## src/rtl/core/spq_pkg.sv

```systemverilog
// Package for the sorted priority queue: payload types, codes and defaults.
`default_nettype none
package spq_pkg;

	// Default capacity of the queue
	localparam int SPQ_DEPTH = 16;

	// Action codes
	localparam logic ACT_INSERT = 1'b0;
	localparam logic ACT_DELETE = 1'b1;

	// Status codes
	localparam logic [1:0] ST_INSERTED = 2'd0;
	localparam logic [1:0] ST_DELETED  = 2'd1;
	localparam logic [1:0] ST_EMPTY    = 2'd2;
	localparam logic [1:0] ST_FULL     = 2'd3;

	// Command transfer
	typedef struct packed {
		logic               action;
		logic signed [15:0] item_value;
		logic [7:0]         item_priority;
	} cmd_t;

	// Result transfer
	typedef struct packed {
		logic [1:0]         status;
		logic signed [15:0] head_value;
		logic [7:0]         head_priority;
		logic [4:0]         occupancy;
	} rsp_t;

	// One stored queue entry
	typedef struct packed {
		logic signed [15:0] value;
		logic [7:0]         prio;
	} entry_t;

	// Per-cycle operation broadcast to every cell
	typedef struct packed {
		logic ins;
		logic del;
	} ctrl_t;

endpackage
`default_nettype wire

```

## src/rtl/core/spq_cell.sv

```systemverilog
// One position of the sorted queue: holds an entry and shifts with its neighbors.
`default_nettype none
module spq_cell (
	input  wire logic            clk,
	input  wire spq_pkg::ctrl_t  ctrl,
	input  wire spq_pkg::entry_t new_entry,
	input  wire spq_pkg::entry_t left_entry,
	input  wire spq_pkg::entry_t right_entry,
	input  wire logic            left_after,
	input  wire logic            occupied,
	output spq_pkg::entry_t      entry,
	output logic                 after
);
	import spq_pkg::*;

	entry_t entry_q;

	// New entry belongs at or before this position (ties stay behind)
	assign after = !occupied || (entry_q.prio > new_entry.prio);
	assign entry = entry_q;

	// Insert: shift right from the insertion point; delete: shift left
	always_ff @(posedge clk) begin
		if (ctrl.ins && after) begin
			entry_q <= left_after ? left_entry : new_entry;
		end else if (ctrl.del) begin
			entry_q <= right_entry;
		end
	end

endmodule
`default_nettype wire

```

## src/rtl/core/sorted_priority_queue.sv

```systemverilog
// Top level of the sorted priority queue: row of cells, entry count and result register.
`default_nettype none
// Sorted priority queue of QUEUE_DEPTH entries. A command is taken on any cycle with
// start high (busy is always low), one command per clock. Its result appears with
// done high in the next cycle and must be captured then; there is no stall.
// Every cell compares its priority with the incoming one in parallel and the whole row
// shifts in the same cycle. No clearing pass is needed after reset: only positions below
// the entry count are ever read.
module sorted_priority_queue #(
	parameter int QUEUE_DEPTH = spq_pkg::SPQ_DEPTH
) (
	input  wire logic          clk,
	input  wire logic          arst_n,
	input  wire logic          start,
	output logic               busy,
	input  wire spq_pkg::cmd_t cmd,
	output logic               done,
	output spq_pkg::rsp_t      rsp
);
	import spq_pkg::*;

	localparam int CNT_W = $clog2(QUEUE_DEPTH + 1);

	logic [CNT_W-1:0] count_q;
	logic [CNT_W-1:0] count_d;
	logic             done_q;
	rsp_t             rsp_q;
	rsp_t             rsp_d;
	logic             accept;
	logic             full;
	logic             empty;
	ctrl_t            ctrl;
	entry_t           new_entry;
	entry_t           ent [QUEUE_DEPTH];
	logic             aft [QUEUE_DEPTH];

	assign busy   = 1'b0;
	assign accept = start && !busy;
	assign full   = (count_q == CNT_W'(QUEUE_DEPTH));
	assign empty  = (count_q == '0);

	// Operation decode
	assign ctrl.ins = accept && (cmd.action == ACT_INSERT) && !full;
	assign ctrl.del = accept && (cmd.action == ACT_DELETE) && !empty;
	assign new_entry.value = cmd.item_value;
	assign new_entry.prio  = cmd.item_priority;

	// Row of cells
	for (genvar g = 0; g < QUEUE_DEPTH; g++) begin : g_cell
		entry_t left_e;
		entry_t right_e;
		logic   left_a;

		if (g == 0) begin : g_first
			assign left_e = new_entry;
			assign left_a = 1'b0;
		end else begin : g_mid
			assign left_e = ent[g-1];
			assign left_a = aft[g-1];
		end

		if (g == QUEUE_DEPTH - 1) begin : g_last
			assign right_e = new_entry;
		end else begin : g_inner
			assign right_e = ent[g+1];
		end

		spq_cell u_cell (
			.clk        (clk),
			.ctrl       (ctrl),
			.new_entry  (new_entry),
			.left_entry (left_e),
			.right_entry(right_e),
			.left_after (left_a),
			.occupied   (CNT_W'(g) < count_q),
			.entry      (ent[g]),
			.after      (aft[g])
		);
	end

	// Next count and result
	always_comb begin
		count_d = count_q;
		if (ctrl.ins) begin
			count_d = count_q + CNT_W'(1);
		end else if (ctrl.del) begin
			count_d = count_q - CNT_W'(1);
		end

		rsp_d.head_value    = '0;
		rsp_d.head_priority = '0;
		rsp_d.occupancy     = 5'(count_d);
		if (cmd.action == ACT_INSERT) begin
			rsp_d.status = full ? ST_FULL : ST_INSERTED;
		end else if (empty) begin
			rsp_d.status = ST_EMPTY;
		end else begin
			rsp_d.status        = ST_DELETED;
			rsp_d.head_value    = ent[0].value;
			rsp_d.head_priority = ent[0].prio;
		end
	end

	// Control registers
	always_ff @(posedge clk or negedge arst_n) begin
		if (!arst_n) begin
			count_q <= '0;
			done_q  <= 1'b0;
		end else begin
			count_q <= count_d;
			done_q  <= accept;
		end
	end

	// Result register
	always_ff @(posedge clk) begin
		if (accept) begin
			rsp_q <= rsp_d;
		end
	end

	assign done = done_q;
	assign rsp  = rsp_q;

`ifndef SYNTHESIS
	a_count_range: assert property (@(posedge clk) disable iff (!arst_n)
		count_q <= CNT_W'(QUEUE_DEPTH))
		else $error("entry count above capacity");

	a_done_follows: assert property (@(posedge clk) disable iff (!arst_n)
		accept |=> done)
		else $error("accepted command produced no result");

	a_done_cause: assert property (@(posedge clk) disable iff (!arst_n)
		done |-> $past(accept))
		else $error("result without a command");

	a_delete_count: assert property (@(posedge clk) disable iff (!arst_n)
		ctrl.del |=> (count_q == $past(count_q) - CNT_W'(1)))
		else $error("delete did not decrement count");

	a_head_order: assert property (@(posedge clk) disable iff (!arst_n)
		(count_q >= CNT_W'(2)) |-> (ent[0].prio <= ent[1].prio))
		else $error("head entry out of priority order");
`endif

endmodule
`default_nettype wire
```

## config.mk

```make
export PLATFORM = sky130hd
export DESIGN_NAME = sorted_priority_queue
export DESIGN_NICKNAME = d
export VERILOG_FILES = /design/src/rtl/core/spq_pkg.sv /design/src/rtl/core/spq_cell.sv /design/src/rtl/core/sorted_priority_queue.sv
export SDC_FILE = /design/constraint.sdc
export NUM_CORES = 1
export LEC_CHECK = 0
export ABC_AREA = 1
export BUFFER_PORTS_ARGS = -buffer_cell sky130_fd_sc_hd__buf_4
export CAP_MARGIN = 20
export CORE_MARGIN = 10
export CORE_UTILIZATION = 64
export CTS_CLUSTER_DIAMETER = 150
export DETAILED_ROUTE_END_ITERATION = 10
export GPL_TIMING_DRIVEN = 0
export MAX_ROUTING_LAYER = met4
export PLACE_DENSITY_LB_ADDON = 0.2
export REMOVE_ABC_BUFFERS = 1
export SLEW_MARGIN = 20
export SYNTH_ARGS = -nofsm -noshare
export SYNTH_HDL_FRONTEND = slang
export SYNTH_SLANG_ARGS = --single-unit
```

## constraint.sdc

```tcl
create_clock -name clk -period 3.7 [get_ports clk]
set_clock_uncertainty 0.15 [all_clocks]
set_input_delay 0.37 -clock clk [delete_from_list [all_inputs] [get_ports clk]]
set_output_delay 0.37 -clock clk [all_outputs]
set_load 0.01 [all_outputs]
```

* Word level (Yosys, flattened, before mapping) *
Cells that the tools add are included.

operators by class
  $add $sub $neg = 2
  order comparisons = 32
  equal/unequal tests = 1
  muxes and demuxes = 52
  bitwise logic cells = 1
  reduce and logical (&&, ||, !) cells = 72

operator list
  cell                                                                  count
  24-bit 2-to-1 mux                                                     47
  8-bit greater-than comparator                                         16
  4-bit by 5-bit < comparator with 1-bit output (first input constant)  8
  2-bit nonzero test                                                    16
  1-bit logical AND                                                     20
  3-bit by 5-bit < comparator with 1-bit output (first input constant)  4
  1-bit zero test                                                       18
  1-bit logical OR                                                      16
  1-bit by 5-bit < comparator with 1-bit output (first input constant)  2
  2-bit by 5-bit < comparator with 1-bit output (first input constant)  2
  5-bit 2-to-1 mux                                                      2
  2-bit 2-to-1 mux                                                      3
  5-bit by 1-bit adder with 5-bit output (second input constant)        1
  5-bit equality test (second input constant)                           1
  5-bit zero test                                                       1
  5-bit by 1-bit subtractor with 5-bit output (second input constant)   1
  2-bit OR reduction                                                    1
  1-bit inverter                                                        1

word-level totals
  register bits after elaboration = 421
  output and inout bits = 33

* Logic depth before layout (Yosys ltp) *
  depth in word-level cells = 5
  depth in mapped cells = 17

* Modules after synthesis *
A second synthesis with hierarchy kept.

unflattened totals
  cells, all modules = 3006
  area, all modules = 27849.2 sq um

modules (own cells, without submodules)
  module                 times used  cells an instance  area an instance (sq um)  sequential area each (sq um)
  spq_cell               16          177                1631.6                    720.7
  sorted_priority_queue  1           174                1744.2                    1081.0

* Worst setup path before layout *
No wires, ideal clock.

  kind = in2reg
  from = in cmd[7] (netlist bit)
  to = reg g_cell[7].u_cell.entry_q, in the netlist g_cell[7].u_cell.entry[0], enable pin
  arrival = 3.073 ns
  data required time = 3.125 ns
  path slack = 0.052 ns
  stages on the path = 12
  cell sequence = clkbuf_1 -> clkbuf_1 -> inv_1 -> ha_1 -> a21o_1 -> nor2_1 -> nand2_1 -> nand2_1 -> nand2_1 -> nand2_1 -> clkbuf_1 -> nand2_1

on the way
  cells in the longest elaborated chain, start to end = 4

ends and longest elaborated chain
  what                           RTL line                     RTL
  start: declaration             sorted_priority_queue.sv:16  input wire spq_pkg::cmd_t cmd,
  8-bit greater-than comparator  spq_cell.sv:19               assign after = !occupied || (entry_q.prio > new_entry.prio);
  1-bit logical OR               spq_cell.sv:19
  1-bit logical AND              spq_cell.sv:24               if (ctrl.ins && after) begin
  2-bit nonzero test (no line)   n/a
  end signal: assignment         spq_cell.sv:25               entry_q <= left_after ? left_entry : new_entry;
  end signal: assignment         spq_cell.sv:27               entry_q <= right_entry;
  end: declaration               spq_cell.sv:16               entry_t entry_q;

Every way passes these cells.
A chain may end at the register's enable or synchronous reset.

* Final worst setup path *
  from = reg count_q[4]
  to = reg g_cell[8].u_cell.entry_q, in the netlist g_cell[8].u_cell.entry[21], enable pin

on the way
  cells in the longest elaborated chain, start to end = 5
  elaborated cells between the ends (all ways) = 11

ends and longest elaborated chain
  what                                                                                  RTL line                                                  RTL
  start: declaration                                                                    sorted_priority_queue.sv:24                               logic [CNT_W-1:0] count_q;
  start signal: assignment                                                              sorted_priority_queue.sv:110                              count_q <= count_d;
  4-bit by 5-bit < comparator with 1-bit output or 5-bit equality test (tied branches)  sorted_priority_queue.sv:75, sorted_priority_queue.sv:39
  1-bit zero test, on equally long branches                                             spq_cell.sv:19, sorted_priority_queue.sv:43
  1-bit logical OR or 1-bit logical AND (tied branches)                                 spq_cell.sv:19, sorted_priority_queue.sv:43
  1-bit logical AND                                                                     spq_cell.sv:24
  2-bit nonzero test (no line) *                                                        n/a
  end signal: assignment                                                                spq_cell.sv:25
  end signal: assignment                                                                spq_cell.sv:27
  end: declaration                                                                      spq_cell.sv:16

Every way passes the cells marked *; elsewhere a longest branch is shown, timed or not.

==> metrics.cfg <==
[yosys]
synth_cell_types = 32
syn-cell-area_mm2 = 0.0264
synth_area_leaders = edfxtp_1 47%, nand2_1 29%, nand3_1 7.2%
synthesis.instances = 3526
ys_seq_area_frac = 0.478
yosys.area.top_type = edfxtp_1
syn-mean-instance-area_um2 = 7.49
synth-seq-cells = 421
synth_top_area_frac = 0.472
synth-warning-count = 0

[critical_path]
worstPathCellList = inv_2, nand2_4, o21ai_2, o21ai_4, nand2_4, nand2_4, nand2_2
reg2reg_to = g_cell[8].u_cell.entry[21]
regToRegSetupSlack_ns = 0.07
cpPeakStageDelay_ns = 0.55
setup.worst_path.start = count_q[4]
cp-start-kind = flip-flop
worstPathRequired_ns = 3.80
crit_path_frequent_cell = nand2_4
cp.depth = 7
cp_slowest_cell = nand2_2
cp-end-kind = flip-flop
critical_path_class = flip-flop to flip-flop
worstSetupEndpoint = g_cell[8].u_cell.entry[21]
r2r-start = count_q[4]
reg2reg_depth = 7
cp_max_fo = 28
critical_path.top_delay_family = simple AND/OR/NAND/NOR gates
crit_arrival_ns = 3.73
worstPathBufferInverterCount = 1

[floorplanning]
core_area_mm2 = 0.0408
rows = 74
die_area_mm2 = 0.0498
die_w_um = 223
initial_utilization = 0.647
die_y_um = 223
ios = 61

[drt]
vias = 24600
dr.pass1.iters = 6
postRouteAntennaNets = 0
viasPerCell = 6.10
routedWlPerCell_um = 20.7
totalWireLength_um = 83400
drc = 0
initialDrtViolationCount = 2728

[finish]
final_common_cell = nand2_1
final_cell_mix = 2022 x nand2_1, 415 x edfxtp_1, 382 x nand3_1
syn_to_final_growth_pct = 9.20
drive_above_1_share = 0.0781
nets = 3618

[worst_hold_path]
hold-path-cell-count = 5
min_from = cmd[24]
hold_path_class = primary input to flip-flop

[clock_tree]
path_clk_slew_ns = 0.06
numClockSinks = 421
cts_root_buf = clkbuf_16
cts_htree_levels = 2
cts_tree = yes
cts_buffers = 47
clk_latency_ns = 0.62
clock_path_buffers = 3

[grt]
gr-total-overflow = 0
grt_pass1_wl_um = 128000
grt_use_total = 0.333
antenna_found_initial = 0
grt_pass1_vias = 24200
grt_max_degree = 43

[power]
p_comb_frac = 0.439
ir_worst_vdd_v = 0.000445
sw_frac_of_total = 0.448
p_int_mw = 13.5
power.leakage_nw = 14.4
p_switching_mw = 10.9
power_density_mw_per_mm2 = 846
finalPower_mw = 24.4
power_frac_clock = 0.198
p_seq_frac = 0.363

[timing]
rsz0062_at_grt = yes
fmaxAchievable_ghz = 0.275
hold_viol = 0
worstMarginPinSlew_ns = 1.05
maxSlewHeadroom = 0.301
tns_ns = 0
hold_slack_ns = 0.0815
period_minus_slack_ns = 3.63
finalMaxSlewViolations = 0
fin_crit_sh = 0.982
setup_viol = 0

[place]
hpwl_um = 54200
port_buffers = 59
globalplace.congestion = 0.958

[flow_run]
max_cap_violations = 0

[status]
status = complete, no violations

what timing repair did:
action | CTS | global route
gates resized for setup | 67 | 29
setup buffers | 23 | 3
pin swaps | 2 | 1
setup endpoints to repair | 744 | 698
hold buffers | 3 | 0
cloned | 2 | 3
endpoints found under the hold margin | 7 | 0
worst min-delay path by stage:
| stage | end | slack, ns |
|---|---|---|
| 6_report | rsp[30] | 0.08 |
| 4_1_cts | rsp[30] | 0.05 |
| 3_5_place_dp | count_q[4] | 0.03 |
| 3_3_place_gp | done | 0.03 |
| 2_1_floorplan | count_q[0] | -0.08 |
| 5_1_grt | rsp[30] | 0.09 |
worst reg2reg max path: cells and delay by family (launching register included):
kind,cells,cell delay (ns)
flops,1,0.50
simple gates,4,1.52
buf+inv,1,0.37
compound gates,2,0.72
flip-flops by register name, summed over array words and instances (netlist names):
register and flops:
rsp 31, g_cell.u_cell.entry 384, done 1, count_q 5
per-stage QoR:
| step | cells | area [um2] | util | worst slack (ns) |
|---|---|---|---|---|
| global placement | 3906 | 26600 | 0.650 | -2.36 |
| detailed placement | 3907 | 26600 | 0.651 | -2.50 |
| global route | 4029 | 28800 | 0.706 | -0.0975 |
| CTS | 4023 | 28700 | 0.702 | -0.105 |
| finish | 4031 | 28800 | 0.706 | 0.0661 |
| floorplan | 3315 | 25400 | - | -0.396 |
cell families (layout without fill, tap and decap cells):
group                      after synthesis  count (layout)  synth area share
and+or+nand+nor                       2555            2555             0.387
other                                    1               3          0.000142
AOI/OAI and AO/OA                       69              72            0.0166
DFF                                    421             421             0.478
buffers and inverters                  347             315            0.0560
adders and majority gates              132             132            0.0625
xor gates and xnor gates                 1               1          0.000332
power by group through the flow:
stage | Sequential (mW) | Clock [mW] | Combinational (mW)
5_1_grt | 8.93 | 5.01 | 12.1
3_5_place_dp | 8.87 | 0 | 9.96
2_1_floorplan | 8.29 | 0 | 7.25
4_1_cts | 8.77 | 4.83 | 10.3
6_report | 8.85 | 4.84 | 10.7
3_3_place_gp | 8.86 | 0 | 9.52
layout make-up:
class | count | area, um2
multi-input cells | 2761 | 12700
clock buffers | 58 | 1240
clock inverters | 30 | 304
flip-flops and latches | 421 | 12600
well taps | 532 | 666
inverters | 136 | 567
repair inverters | 2 | 15.0
diodes | 2 | 5.00
repair buffers | 89 | 783
fillers | 3262 | 12000
routing by layer:
| metal | global-route usage | up-vias | wire [um] |
|---|---|---|---|
| met5 | - | - | 0 |
| met4 | 0.204 | 0 | 5850 |
| met3 | 0.0816 | 425 | 8080 |
| met2 | 0.542 | 1353 | 39900 |
| met1 | 0.365 | 11600 | 29600 |
| li1 | - | 11200 | - |
cells in the mapped netlist, drive strengths merged:
library cell	n
clkbuf	105
conb	1
o21bai	1
a21o	15
clkinv	1
o31ai	1
ha	132
buf	106
edfxtp	415
dfrtp	6
nor2	64
o21ai	16
nand4	16
o21a	1
nand3	382
xor2	1
a21oi	34
inv	135
nor3	1
nand2	2092
a31oi	1
(Power assumes the default switching activity.)
